## src/rtl/btb_pkg.sv

```systemverilog
// ----------------------------------------------------------------------------
// Branch target buffer package
// Shared types and codes for the branch target buffer.
// ----------------------------------------------------------------------------
`default_nettype none

package btb_pkg;

  localparam int unsigned AddrWidth   = 32;
  localparam int unsigned CfgIdxWidth = 2;
  localparam int unsigned CfgWidth    = 8;
  localparam int unsigned StateWidth  = 2;

  localparam logic [7:0] ResetNextTaken    = 8'd249;
  localparam logic [7:0] ResetNextNotTaken = 8'd144;
  localparam logic [3:0] ResetTakenMask    = 4'd12;
  localparam logic [1:0] ResetInitState    = 2'd0;

  typedef enum logic [CfgIdxWidth-1:0] {
    CFG_NEXT_TAKEN     = 2'd0,
    CFG_NEXT_NOT_TAKEN = 2'd1,
    CFG_TAKEN_MASK     = 2'd2,
    CFG_INIT_STATE     = 2'd3
  } cfg_idx_e;

  typedef enum logic [2:0] {
    OUT_NONE        = 3'd0,
    OUT_RIGHT       = 3'd1,
    OUT_WRONG_DIR   = 3'd2,
    OUT_WRONG_TGT   = 3'd3,
    OUT_ALLOCATED   = 3'd4,
    OUT_REPLACED    = 3'd5,
    OUT_LOOKUP_ONLY = 3'd6
  } outcome_e;

  typedef enum logic [1:0] {
    ST_CLEAR,
    ST_IDLE,
    ST_LOOKUP
  } btb_state_e;

  typedef struct packed {
    logic [AddrWidth-1:0] pc;
    logic [AddrWidth-1:0] next_pc;
    logic                 last_in_trace;
  } btb_item_t;

  typedef struct packed {
    logic [7:0]            next_taken;
    logic [7:0]            next_not_taken;
    logic [3:0]            taken_mask;
    logic [StateWidth-1:0] init_state;
  } btb_cfg_t;

  typedef struct packed {
    logic                 hit;
    logic                 actual_taken;
    logic                 predicted_taken;
    logic [AddrWidth-1:0] predicted_target;
    outcome_e             outcome;
  } btb_result_t;

endpackage

`default_nettype wire

```

## src/rtl/btb_update.sv

```systemverilog
// ----------------------------------------------------------------------------
// Branch target buffer entry update
// Classifies a looked-up entry against the executed branch and forms the
// entry to write back together with the result beat.
// ----------------------------------------------------------------------------
`default_nettype none

module btb_update
  import btb_pkg::*;
#(
  parameter int unsigned IndexBits = 10
) (
  input  wire btb_item_t                           item_i,
  input  wire logic [AddrWidth-IndexBits+34:0]     entry_i,
  input  wire btb_cfg_t                            cfg_i,
  output btb_result_t                              res_o,
  output logic                                     we_o,
  output logic [AddrWidth-IndexBits+34:0]          entry_o
);

  localparam int unsigned TagWidth = AddrWidth - IndexBits;

  logic                  e_valid;
  logic [TagWidth-1:0]   e_tag;
  logic [AddrWidth-1:0]  e_target;
  logic [StateWidth-1:0] e_state;
  logic [TagWidth-1:0]   tag;
  logic [AddrWidth-1:0]  seq_pc;
  logic                  hit;
  logic                  pred;
  logic                  taken;
  logic [StateWidth-1:0] adv_state;

  assign {e_valid, e_tag, e_target, e_state} = entry_i;
  assign tag    = {item_i.pc[AddrWidth-1:IndexBits+2], item_i.pc[1:0]};
  assign seq_pc = item_i.pc + AddrWidth'(4);
  assign hit    = e_valid && (e_tag == tag);
  assign pred   = cfg_i.taken_mask[e_state];
  assign taken  = item_i.next_pc != seq_pc;

  always_comb begin
    if (taken) begin
      adv_state = cfg_i.next_taken[{e_state, 1'b0} +: StateWidth];
    end else begin
      adv_state = cfg_i.next_not_taken[{e_state, 1'b0} +: StateWidth];
    end
  end

  always_comb begin
    res_o.hit              = hit;
    res_o.actual_taken     = 1'b0;
    res_o.predicted_taken  = hit && pred;
    res_o.predicted_target = hit ? e_target : '0;
    res_o.outcome          = OUT_NONE;
    we_o                   = 1'b0;
    entry_o                = entry_i;
    priority if (item_i.last_in_trace) begin
      res_o.outcome = OUT_LOOKUP_ONLY;
    end else if (hit) begin
      res_o.actual_taken = taken;
      we_o               = 1'b1;
      if (pred != taken) begin
        res_o.outcome = OUT_WRONG_DIR;
        entry_o       = {1'b1, e_tag, e_target, adv_state};
      end else if (taken && (item_i.next_pc != e_target)) begin
        res_o.outcome = OUT_WRONG_TGT;
        entry_o       = {1'b1, e_tag, item_i.next_pc, adv_state};
      end else begin
        res_o.outcome = OUT_RIGHT;
        entry_o       = {1'b1, e_tag, e_target, adv_state};
      end
    end else if (taken) begin
      res_o.actual_taken = 1'b1;
      res_o.outcome      = e_valid ? OUT_REPLACED : OUT_ALLOCATED;
      we_o               = 1'b1;
      entry_o            = {1'b1, tag, item_i.next_pc, cfg_i.init_state};
    end else begin
      res_o.outcome = OUT_NONE;
    end
  end

endmodule

`default_nettype wire

```

## config.mk

```make
export PLATFORM = sky130hd
export DESIGN_NAME = btb_update
export DESIGN_NICKNAME = d
export VERILOG_FILES = /design/src/rtl/btb_pkg.sv /design/src/rtl/btb_update.sv
export SDC_FILE = /design/constraint.sdc
export NUM_CORES = 1
export LEC_CHECK = 0
export BUFFER_PORTS_ARGS = -buffer_cell sky130_fd_sc_hd__buf_2
export CAP_MARGIN = 20
export CORE_ASPECT_RATIO = 0.8
export CORE_UTILIZATION = 39
export DETAILED_ROUTE_END_ITERATION = 8
export GPL_TIMING_DRIVEN = 0
export PLACE_DENSITY_LB_ADDON = 0.08
export REMOVE_ABC_BUFFERS = 1
export SLEW_MARGIN = 20
export SYNTH_ARGS = -nofsm -noshare
export SYNTH_HDL_FRONTEND = slang
export SYNTH_SLANG_ARGS = --single-unit
```

## constraint.sdc

```tcl
create_clock -name vclk -period 7
set_clock_uncertainty 0.2 [all_clocks]
set_input_delay 1.4 -clock vclk [all_inputs]
set_output_delay 1.4 -clock vclk [all_outputs]
set_load 0.1 [all_outputs]
```

==> results.txt <==
outcome: finished, final reports clean
Final Max Slew Viols: 0
minimum clock period: 6.695 ns
post-synthesis xor/xnor area fraction: 25.00%
initial antenna violation count: 0
GRT Total Usage: 24.18%
non-filler cells, final: 720
complex-gate fraction of the synthesized area: 8.985%
top-area cell type share of the netlist area: 22.56%
critical path's largest stage delay: 0.57 ns
maxcap violations: 0
area of the multi-input gates: 0.003099 mm²
CLK BUF: 0
pre-CTS setup slack: -0.5272 ns
Leakage: 2.208 nW
Fin. Hold Viols: 0
Int Power: 0.1334 mW
Cell Rows: 29
CP bufs+invs: 2
drt pass-1 iters: 4
Sw Share: 70.45%
Hold Crit Class: in -> out
worst path cell trace: buf_2 -> ha_1 -> nand4_1 -> nor3_4 -> a41oi_1 -> a2111oi_0 -> nand4b_1 -> and4bb_4 -> nor2_8 -> nand2_8 -> mux2_2 -> buf_2
Ys Warns: 0
PwrDens: 100.6 mW/mm²
Worst path most repeated cell: buf_2
critical path type: in -> out
cts hold-fix bufs: 0
IO Pins: 240
CP endpoint kind: output port
Via-to-Cell Ratio: 5.215
synth unique cells: 65
vias after detailed routing: 3755
Setup Buffers After CTS: 0
number of global-route vias before repair: 3601
CTS resizes: 2
CP delay by family, top: simple AND/OR/NAND/NOR gates
Die Wd: 105.3 µm
Mapped Area: 0.003328 mm²
global-route wire length before repair: 17.57 mm
power share of the clock group: 0%
CORE AREA: 0.008092 mm²
Placed Cells incl. Taps: 720
die area: 0.008909 mm²
hold path depth: 3
RSZ-0062 raised after global routing: false
PnR worst setup slack: 0.3047 ns
FMAX: 149.4 MHz
max_slew headroom: 55.81%
post-DP HPWL: 9.966 mm
NetSw: 0.3180 mW
Die Ht: 84.63 µm
Area contributors post-synth: mux2_4, xnor2_1, xor2_1, and2_1, nand4_1
Critical Path Fanout Max: 32
Simple-Gate Fraction of Synth Area: 31.09%
DR iter-0 viols: 140
Wirelength per Cell: 16.02 µm
Arr. time, crit path: 5.10 ns
mux share of post-synthesis cell area: 27.07%
# diodes: 0
fin util: 55.47%
Endpoint, Worst Hold: res_o[13]
most frequent cells in the layout: buf_2, xnor2_1, mux2_4
largest net degree at the start of global routing: 33
Hold Crit Start: entry_i[12]
Post-Synth Adder-Cell Area: 0.3759%
port bufs: 240
Setup Viol. Count Final: 0
Seq cells: 0
maximum vdd ir drop: 0.07566 mV
largest family of logic cells by synthesized area: simple AND/OR/NAND/NOR gates
register area share after synthesis: 0%
global route overflow: 0
slowest CP cell: and4bb_4
antenna viol nets, final: 0
Comb power frac: 100.0%
commonest non-fill, non-tap cell in the layout: buf_2
area grow syn2layout: 34.85%
Initial Util: 41.13%
Layout fillers: 806
Slew @ Worst Pin: 0.6568 ns
Worst setup SP type: input pin
DRT Wirelength: 11.53 mm
DRC viols: 0
Reg area: 0 µm²
Critical Path RT: 5.40 ns
sequential share of power: 0%
layout cell share with drive strength beyond 1: 51.63%
Syn Area/Cell: 8.383 µm²
global placement routability congestion: 0.8311
nets: 759
Yosys top cell by area: mux2_4
final period utilization: 95.65%
cell count after synthesis: 397
kinds of logic after synthesis:
kind of cell / count (synthesis)
AO/OA/AOI/OAI: 42
XOR/XNOR: 95
adder cells (fa/ha/maj): 1
buffers and inverters: 36
multiplexers: 63
AND/OR/NAND/NOR: 160
cells in the mapped netlist, types with 2 or more instances:
library cell,n
nor4bb_1,2
nand2b_1,3
or2_2,3
nor2_1,14
nor3b_1,5
mux2_2,5
nand3_1,10
mux2_4,50
nand3b_1,2
a21oi_1,10
nand2_8,2
nand4_1,21
and4_1,2
clkbuf_1,14
nor4_1,10
and2_1,34
or3_1,3
nand2_1,18
xor2_1,33
nor4_4,2
nor2b_1,3
mux2i_1,6
and3_1,3
inv_1,8
buf_12,5
a31oi_1,7
nor3_2,2
o22ai_1,2
buf_2,5
xnor2_1,62
a41oi_1,2
o21ai_0,2
a211oi_1,3
o21bai_1,2
nor3_1,11
o211ai_1,2
routing by layer:
metal	vias up	track usage, %	routed length [µm]	share of wire [%]
met4	0	2.433	91	0.79
met1	1730	31.87	5041	44
li1	1869	-	-	-
met5	-	0	0	0
met2	148	43.66	5659	49
met3	8	2.562	738	6.4
how the worst max path moves through the flow:
stage / endpoint / depth (start not counted) / startpoint / slack (ns)
final: entry_o[2] / 12 / item_i[35] / 0.30
after global routing: entry_o[2] / 12 / item_i[35] / 0.06
after CTS: entry_o[2] / 12 / item_i[35] / 0.06
after detailed placement: entry_o[2] / 12 / item_i[35] / -0.53
after global placement: entry_o[0] / 11 / item_i[61] / -1.83
after floorplan: entry_o[1] / 8 / item_i[59] / -4.04
power by group through the flow:
stage	Clock (mW)	Sequential, mW	Combinational [mW]
floorplan	0	0	0.334
global placement	0	0	0.447
detailed placement	0	0	0.450
CTS	0	0	0.452
global route	0	0	0.472
finish	0	0	0.451
worst min-delay path: cells and delay by family:
kind | cells | cell delay (ns)
simple gates | 1 | 0.12
buf+inv | 2 | 0.39
area by class of cell:
cell class | count | share of cell area, %
multi-input combinational | 361 | 69.05
timing repair buffer | 243 | 27.27
tap | 108 | 3.011
inverter | 8 | 0.6691
per-stage QoR:
stage                     power, mW  area, µm²  hold slack (ns)  TNS (ns)
after floorplan              0.3344       3109            2.687   -143.37
after global routing         0.4722       4488            3.132         0
final                        0.4514       4488            3.121         0
after detailed placement     0.4503       4473            3.122    -26.36
after global placement       0.4467       4446            3.119   -100.12
after CTS                    0.4517       4478            3.123         0
Note: power is estimated with default switching activity, not from simulation.
