File: src/rtl/btb_ram.sv
// ----------------------------------------------------------------------------
// Generic RAM
// One write port and one read port with registered read data.
// ----------------------------------------------------------------------------
`default_nettype none

module btb_ram #(
  parameter int unsigned Width = 8,
  parameter int unsigned Depth = 16
) (
  input  wire logic                     clk_i,
  input  wire logic                     we_i,
  input  wire logic [$clog2(Depth)-1:0] waddr_i,
  input  wire logic [Width-1:0]         wdata_i,
  input  wire logic                     re_i,
  input  wire logic [$clog2(Depth)-1:0] raddr_i,
  output logic      [Width-1:0]         rdata_o
);

  logic [Width-1:0] mem_q [Depth];

  always_ff @(posedge clk_i) begin
    if (we_i) begin
      mem_q[waddr_i] <= wdata_i;
    end
    if (re_i) begin
      rdata_o <= mem_q[raddr_i];
    end
  end

endmodule

`default_nettype wire

File: config.mk
export PLATFORM = sky130hd
export DESIGN_NAME = btb_ram
export DESIGN_NICKNAME = d
export VERILOG_FILES = /design/src/rtl/btb_ram.sv
export SDC_FILE = /design/constraint.sdc
export NUM_CORES = 1
export LEC_CHECK = 0
export ABC_AREA = 1
export BUFFER_PORTS_ARGS = -buffer_cell sky130_fd_sc_hd__buf_4
export CORE_MARGIN = 1.5
export CORE_UTILIZATION = 27
export CTS_CLUSTER_SIZE = 28
export DETAILED_ROUTE_END_ITERATION = 8
export GPL_TIMING_DRIVEN = 0
export PLACE_DENSITY_LB_ADDON = 0.05
export SKIP_CTS_REPAIR_TIMING = 1
export SLEW_MARGIN = 40
export SYNTH_ARGS = -nofsm -noshare
export SYNTH_HDL_FRONTEND = slang
export SYNTH_SLANG_ARGS = --single-unit
File: constraint.sdc
create_clock -name clk_i -period 2.3 [get_ports clk_i]
set_input_delay 0.115 -clock clk_i [delete_from_list [all_inputs] [get_ports clk_i]]
set_output_delay 0.115 -clock clk_i [all_outputs]
set_load 0.02 [all_outputs]
==> results of run 1 <==
==> kinds of logic after synthesis <==
logic type | Yosys count
and+or+nand+nor | 289
DFF | 136
buffers and inverters | 126
==> cell usage after synthesis <==
library cell / n / area [sq um]
nand2_1: 173 / 649
edfxtp_1: 136 / 4080
inv_1: 100 / 375
nand3_1: 97 / 485
nor2_1: 17 / 63.8
buf_2: 13 / 65.1
buf_6: 6 / 67.6
buf_4: 4 / 30.0
inv_2: 2 / 7.51
nand3b_1: 2 / 15.0
buf_1: 1 / 3.75
==> area by class of cell <==
class,count,area [sq um]
multi-input combinational,289,1250
inverter,102,383
clock buffer,17,425
timing repair buffer,24,183
tap,275,344
fill,2155,14200
sequential,136,4080
clock inverter,15,113
buffer,24,166
==> power groups by stage <==
stage                     clock (W)  sequential (W)  combinational [W]
after floorplan                   0         0.00287           0.000196
after CTS                   0.00256         0.00281           0.000417
final                       0.00251         0.00280           0.000411
after detailed placement          0         0.00286           0.000416
after global routing        0.00267         0.00281           0.000457
after global placement            0         0.00286           0.000412
==> final timing paths <==
check,start,to,slack [ps],cells after the start
worst max-delay path,mem_q[14][7],rdata_o[7],1120,6
worst min-delay path,wdata_i[4],mem_q[15][4],60,1
worst min register to register,mem_q[0][5],rdata_o[5],810,6
worst max register to register,mem_q[14][7],rdata_o[7],1120,6
==> per-stage QoR <==
step                setup slack, ps  util [%]
floorplan                      1230         -
global route                   1040      32.8
detailed placement              647      30.2
CTS                            1100      32.7
global placement                537      30.1
finish                         1120      32.8
==> registers in the layout (all words and copies together) (netlist names) <==
register	cells
mem_q	128
rdata_o	8
==> layer usage <==
| metal | up-vias | track usage (%) |
|---|---|---|
| met1 | 1737 | 23.7 |
| met4 | 0 | 5.78 |
| met3 | 20 | 2.91 |
| met5 | - | 0 |
| li1 | 1868 | - |
| met2 | 81 | 23.1 |
==> worst max-delay path: cells and delay by family (launching register included) <==
| family | cells | cell delay, ps |
|---|---|---|
| flops | 1 | 360 |
| simple gates | 5 | 510 |
| buf+inv | 1 | 60 |
==> flow_metrics.py, run 1 <==
metrics = {
    "logic_synthesis": {
        "yosys.area_share.simple_pct": 20.8,
        "synth.distinct_cells": 11,
        "syn_area_sq_um": 5850,
        "synth_compound_gate_area_share_pct": 0,
        "syn_avg_cell_area_sq_um": 10.6,
        "muxShareOfSynthArea_pct": 0,
        "ys_ff_latch": 136,
        "synth_xor_area_share_pct": 0,
        "synth_top_family_by_area": "simple AND/OR/NAND/NOR gates",
        "seq_area_frac_synth_pct": 69.8,
        "yosysWarnings": 0,
        "postSynthCellCount": 551,
        "synthAdderAreaFrac_pct": 0,
        "syn-num-nets": 570,
    },
    "grt": {
        "grt_max_degree": 17,
        "globalRouteTotalUtil_pct": 15.9,
        "grt.overflow.total": 0,
        "grt_pass1_vias": 3640,
        "antenna_found_initial": 0,
        "grt_first_pass_wirelength_um": 24700,
    },
    "drt": {
        "firstDrtPassIters": 5,
        "drtAntennaViolNets": 0,
        "dr_wl_met2_um": 7230,
        "route.detailed.drc": 0,
        "top_layer_used": "met4",
        "drt_first_iter_violations": 283,
        "wl_um": 16700,
        "vias_per_cell": 4.20,
        "routedWlPerCell_um": 18.9,
        "vias": 3706,
        "wl_met1_um": 8620,
        "route.met3.wl_um": 491,
    },
    "cells_and_area": {
        "area_growth_pct": 18.8,
        "drive_gt1_share_pct": 14.7,
        "final_cell_mix": "nand2_1, edfxtp_1, inv_1, nand3_1, buf_4",
        "final_common_cell": "nand2_1",
        "instances_no_fill": 882,
        "fin_nets": 613,
        "diodes": 0,
        "stdcell_area_sq_um": 6940,
    },
    "die": {
        "placementRows": 53,
        "core_area_sq_um": 21200,
        "initial_utilization_pct": 27.6,
        "io_pins": 27,
        "dieArea_sq_um": 22500,
        "die_w_um": 150,
        "die_h_um": 150,
    },
    "sta": {
        "fin_hold_ws_ps": 60.5,
        "relSlewSlack_pct": 48.5,
        "period_share_pct": 51.4,
        "hold_violations": 0,
        "fmaxAchievable_ghz": 0.846,
        "period_needed_ps": 1180,
        "fin_tns_setup_ps": 0,
        "slew_violations": 0,
        "grt_setup_unrepaired": "no",
        "worstMarginPinSlew_ps": 770,
        "fin_worst_skew_ps": 8.32,
        "setup_viol": 0,
    },
    "worst_hold_path": {
        "min_path_type": "in2reg",
    },
    "cts": {
        "cts_max_level": 4,
        "cts_tree": "yes",
        "clock_latency_ps": 420,
        "path_clk_slew_ps": 60,
        "cts_sinks": 136,
        "cts_root_buffer": "clkbuf_16",
        "cts_buffer_depth": 2,
        "cts_buffers": 17,
    },
    "place": {
        "placed_area_sq_um": 6380,
        "dp_cells": 849,
        "portBuffers": 23,
        "hpwl_um": 11100,
        "place_congestion": 0.845,
    },
    "critical_path": {
        "crit_chain": "inv_1 -> nand2_1 -> nand3_1 -> nand3_1 -> nand3_1 -> nand2_1",
        "crit_path_end_kind": "flip-flop",
        "crit_path_top_delay_cell": "edfxtp_1",
        "cp.required_ps": 2460,
        "crit_arrival_ps": 1350,
        "worst-setup-path-type": "reg2reg",
        "worst_path_largest_cell_delay_ps": 360,
        "cp-start-kind": "flip-flop",
        "crit_top_cell": "nand3_1",
        "worst-path-max-fanout": 1,
    },
    "job": {
        "maxCapViolCount": 0,
    },
    "power": {
        "switching_power_w": 0.00135,
        "p_seq_share_pct": 49.0,
        "max-vdd-ir-drop_mv": 0.523,
        "power.internal_w": 0.00437,
        "comb_power_share_pct": 7.2,
        "p_sw_share_pct": 23.5,
        "power_w": 0.00572,
        "clockPowerShare_pct": 43.8,
        "p_leak_nw": 2.90,
        "power_density_nw_per_um2": 824,
    },
    "status": {
        "status": "completed",
    },
}
Note: power is estimated with default switching activity, not from simulation.
==> run 2, diff against run 1 <==
Settings changed: ABC_AREA 1 to 0.
Clock period 2.3 ns to 1.05 ns, I/O delays scaled along.
==> run 2 against run 1 <==
Critical endpoint is now rdata_o[0]. Largest power group unchanged. Largest cell class unchanged. The run now ends with negative hold slack, negative setup slack left. Clock-buffer cell count rose by 3. Clock power increased by 110%. Routed wire length decreased by 29%. Maximum frequency shrank 21%.
==> flow_metrics.py, run 2 <==
metrics = {
    "status": {
        "status": "finished, violations left",
        "violations": "negative hold slack, negative setup slack",
    },
    "drt": {
        "vias_per_cell": 4.27,
        "drtAntennaViolNets": 0,
        "route.detailed.drc": 0,
        "routedWlPerCell_um": 21.6,
        "wl_um": 11900,
        "drt_first_iter_violations": 163,
        "firstDrtPassIters": 4,
        "vias": 2355,
    },
    "cts": {
        "clock_latency_ps": 410,
        "cts_sinks": 136,
        "cts_max_level": 4,
        "cts_buffer_depth": 2,
        "cts_buffers": 17,
        "cts_tree": "yes",
        "cts_root_buffer": "clkbuf_16",
        "path_clk_slew_ps": 60,
    },
    "sta": {
        "fin_worst_skew_ps": 4.09,
        "setup_viol": 8,
        "setup_ws_ps": -449,
        "hold_violations": 25,
        "fin_hold_ws_ps": -14.8,
        "worstMarginPinSlew_ps": 829,
        "fmaxAchievable_ghz": 0.667,
        "period_share_pct": 143,
        "grt_setup_unrepaired": "yes",
        "slew_violations": 0,
        "period_needed_ps": 1500,
        "relSlewSlack_pct": 44.5,
    },
    "logic_synthesis": {
        "yosysWarnings": 0,
        "async_reset_ff_share_pct": 0,
        "synth_top_area_share_pct": 78.1,
        "synth_edf_count": 136,
        "synth.largest_area_cell": "edfxtp_1",
        "synth.most_common_cell": "edfxtp_1",
        "synth-main-ff-cell": "edfxtp_1",
        "ys_top_cells_by_area": "edfxtp_1, mux4_2, mux4_1",
        "syn_avg_cell_area_sq_um": 22.8,
        "syn-num-nets": 248,
        "ys_ff_latch": 136,
        "synth.distinct_cells": 18,
        "syn_area_sq_um": 5230,
        "seq_area_frac_synth_pct": 78.1,
        "postSynthCellCount": 229,
        "synth_common_cells": "edfxtp_1, mux4_2, a22oi_1",
    },
    "die": {
        "die_w_um": 142,
        "initial_utilization_pct": 27.8,
        "placementRows": 50,
        "dieArea_sq_um": 20200,
        "core_area_sq_um": 18800,
        "io_pins": 27,
        "die_h_um": 142,
    },
    "worst_hold_path": {
        "whs_path_depth": 1,
        "hold-path-endpoint": "mem_q[15][5]",
        "min_path_type": "in2reg",
        "hold_path_startpoint": "wdata_i[5]",
    },
    "critical_path": {
        "crit_path_end_kind": "flip-flop",
        "critPathLaunch": "mem_q[7][0]",
        "r2r_start": "mem_q[7][0]",
        "r2r-end": "rdata_o[0]",
        "crit_arrival_ps": 1650,
        "cp.required_ps": 1200,
        "cp-start-kind": "flip-flop",
        "rrSetupSlack_ps": -450,
        "worst-setup-path-type": "reg2reg",
        "ff2ff_path_depth": 3,
        "worst-path-max-fanout": 1,
    },
    "cells_and_area": {
        "largest-register": "mem_q",
        "largest_register_ff_count": 128,
        "fillers": 1770,
        "final_util_pct": 34.1,
        "area_growth_pct": 22.7,
        "final_cell_mix": "edfxtp_1, mux4_2, buf_4, clkbuf_16, a22oi_1",
        "drive_gt1_share_pct": 40.5,
        "diodes": 0,
        "final_common_cell": "edfxtp_1",
        "fin_nets": 297,
        "reg_top3": "mem_q (128), rdata_o (8)",
    },
    "place": {
        "portBuffers": 25,
        "place_congestion": 0.653,
        "place_ws_ps": -671,
        "hpwl_um": 7560,
    },
    "grt": {
        "grt_first_pass_wirelength_um": 17200,
        "antenna_found_initial": 0,
        "use_met3_pct": 3.53,
        "grt.overflow.total": 0,
        "grt_pass1_vias": 2421,
        "grtUsageMet2_pct": 18.9,
        "busiest_layer": "met2",
        "met1_usage_pct": 18.3,
        "globalRouteTotalUtil_pct": 12.9,
        "grt_max_degree": 17,
    },
    "power": {
        "comb_power_share_pct": 6.1,
        "p_seq_share_pct": 50.3,
        "p_leak_nw": 2.04,
        "switching_power_w": 0.00258,
        "power_density_nw_per_um2": 1900,
        "power.internal_w": 0.00963,
        "clockPowerShare_pct": 43.6,
        "p_sw_share_pct": 21.1,
        "max-vdd-ir-drop_mv": 0.896,
        "power_w": 0.0122,
    },
    "job": {
        "maxCapViolCount": 0,
    },
}
## run 2: worst max-delay path, stage by stage, from the launching register on
cell and delay (ps):
edfxtp_1 350, mux4_2 530, a22oi_2 240, nand2_1 110
## run 2: area by class of cell
type	instances	area (sq um)	share of cell area [%]
Sequential cell	136	4080	63.7
Timing Repair Buffer	30	248	3.86
Multi-Input combinational cell	83	1120	17.4
Clock inverter	12	85.1	1.33
Clock buffer	20	437	6.81
Tap cell	260	325	5.07
Buffer	10	120	1.87
## run 2: logic make-up (layout without fill, tap and decap cells)
kind of cell / Yosys count / after routing / synth area share [%]
mux: 32 / 32 / 14.8
flops: 136 / 136 / 78.1
buf+inv: 10 / 72 / 1.65
simple gates: 35 / 35 / 3.14
compound gates: 16 / 16 / 2.30
## run 2: how the worst max path moves through the flow
stage / end / cells past startpoint
floorplan: rdata_o[0] / 3
global placement: rdata_o[0] / 5
detailed placement: rdata_o[0] / 5
CTS: rdata_o[0] / 3
global route: rdata_o[0] / 3
finish: rdata_o[0] / 3
## run 2: routing by layer
| metal | wire length (um) | share of wire, % |
|---|---|---|
| met5 | 0 | 0 |
| met4 | 135 | 1.1 |
| met3 | 503 | 4.2 |
| met2 | 5550 | 47 |
| met1 | 5690 | 48 |
## run 2: metrics by stage
step / cells / area [sq um] / setup TNS [ps]
3_3_place_gp: 514 / 5770 / -61970
6_report: 551 / 6420 / -3270
5_1_grt: 551 / 6420 / -3910
3_5_place_dp: 514 / 5780 / -60390
4_1_cts: 546 / 6300 / -9720
2_1_floorplan: 229 / 5260 / -2820
## run 2: power groups by stage
stage | registers (W) | clock network (W) | logic (W)
after floorplan | 0.00629 | 0 | 0.000347
after global placement | 0.00625 | 0 | 0.000724
after detailed placement | 0.00626 | 0 | 0.000732
after CTS | 0.00615 | 0.00547 | 0.000733
after global routing | 0.00615 | 0.00570 | 0.000813
final | 0.00614 | 0.00532 | 0.000748
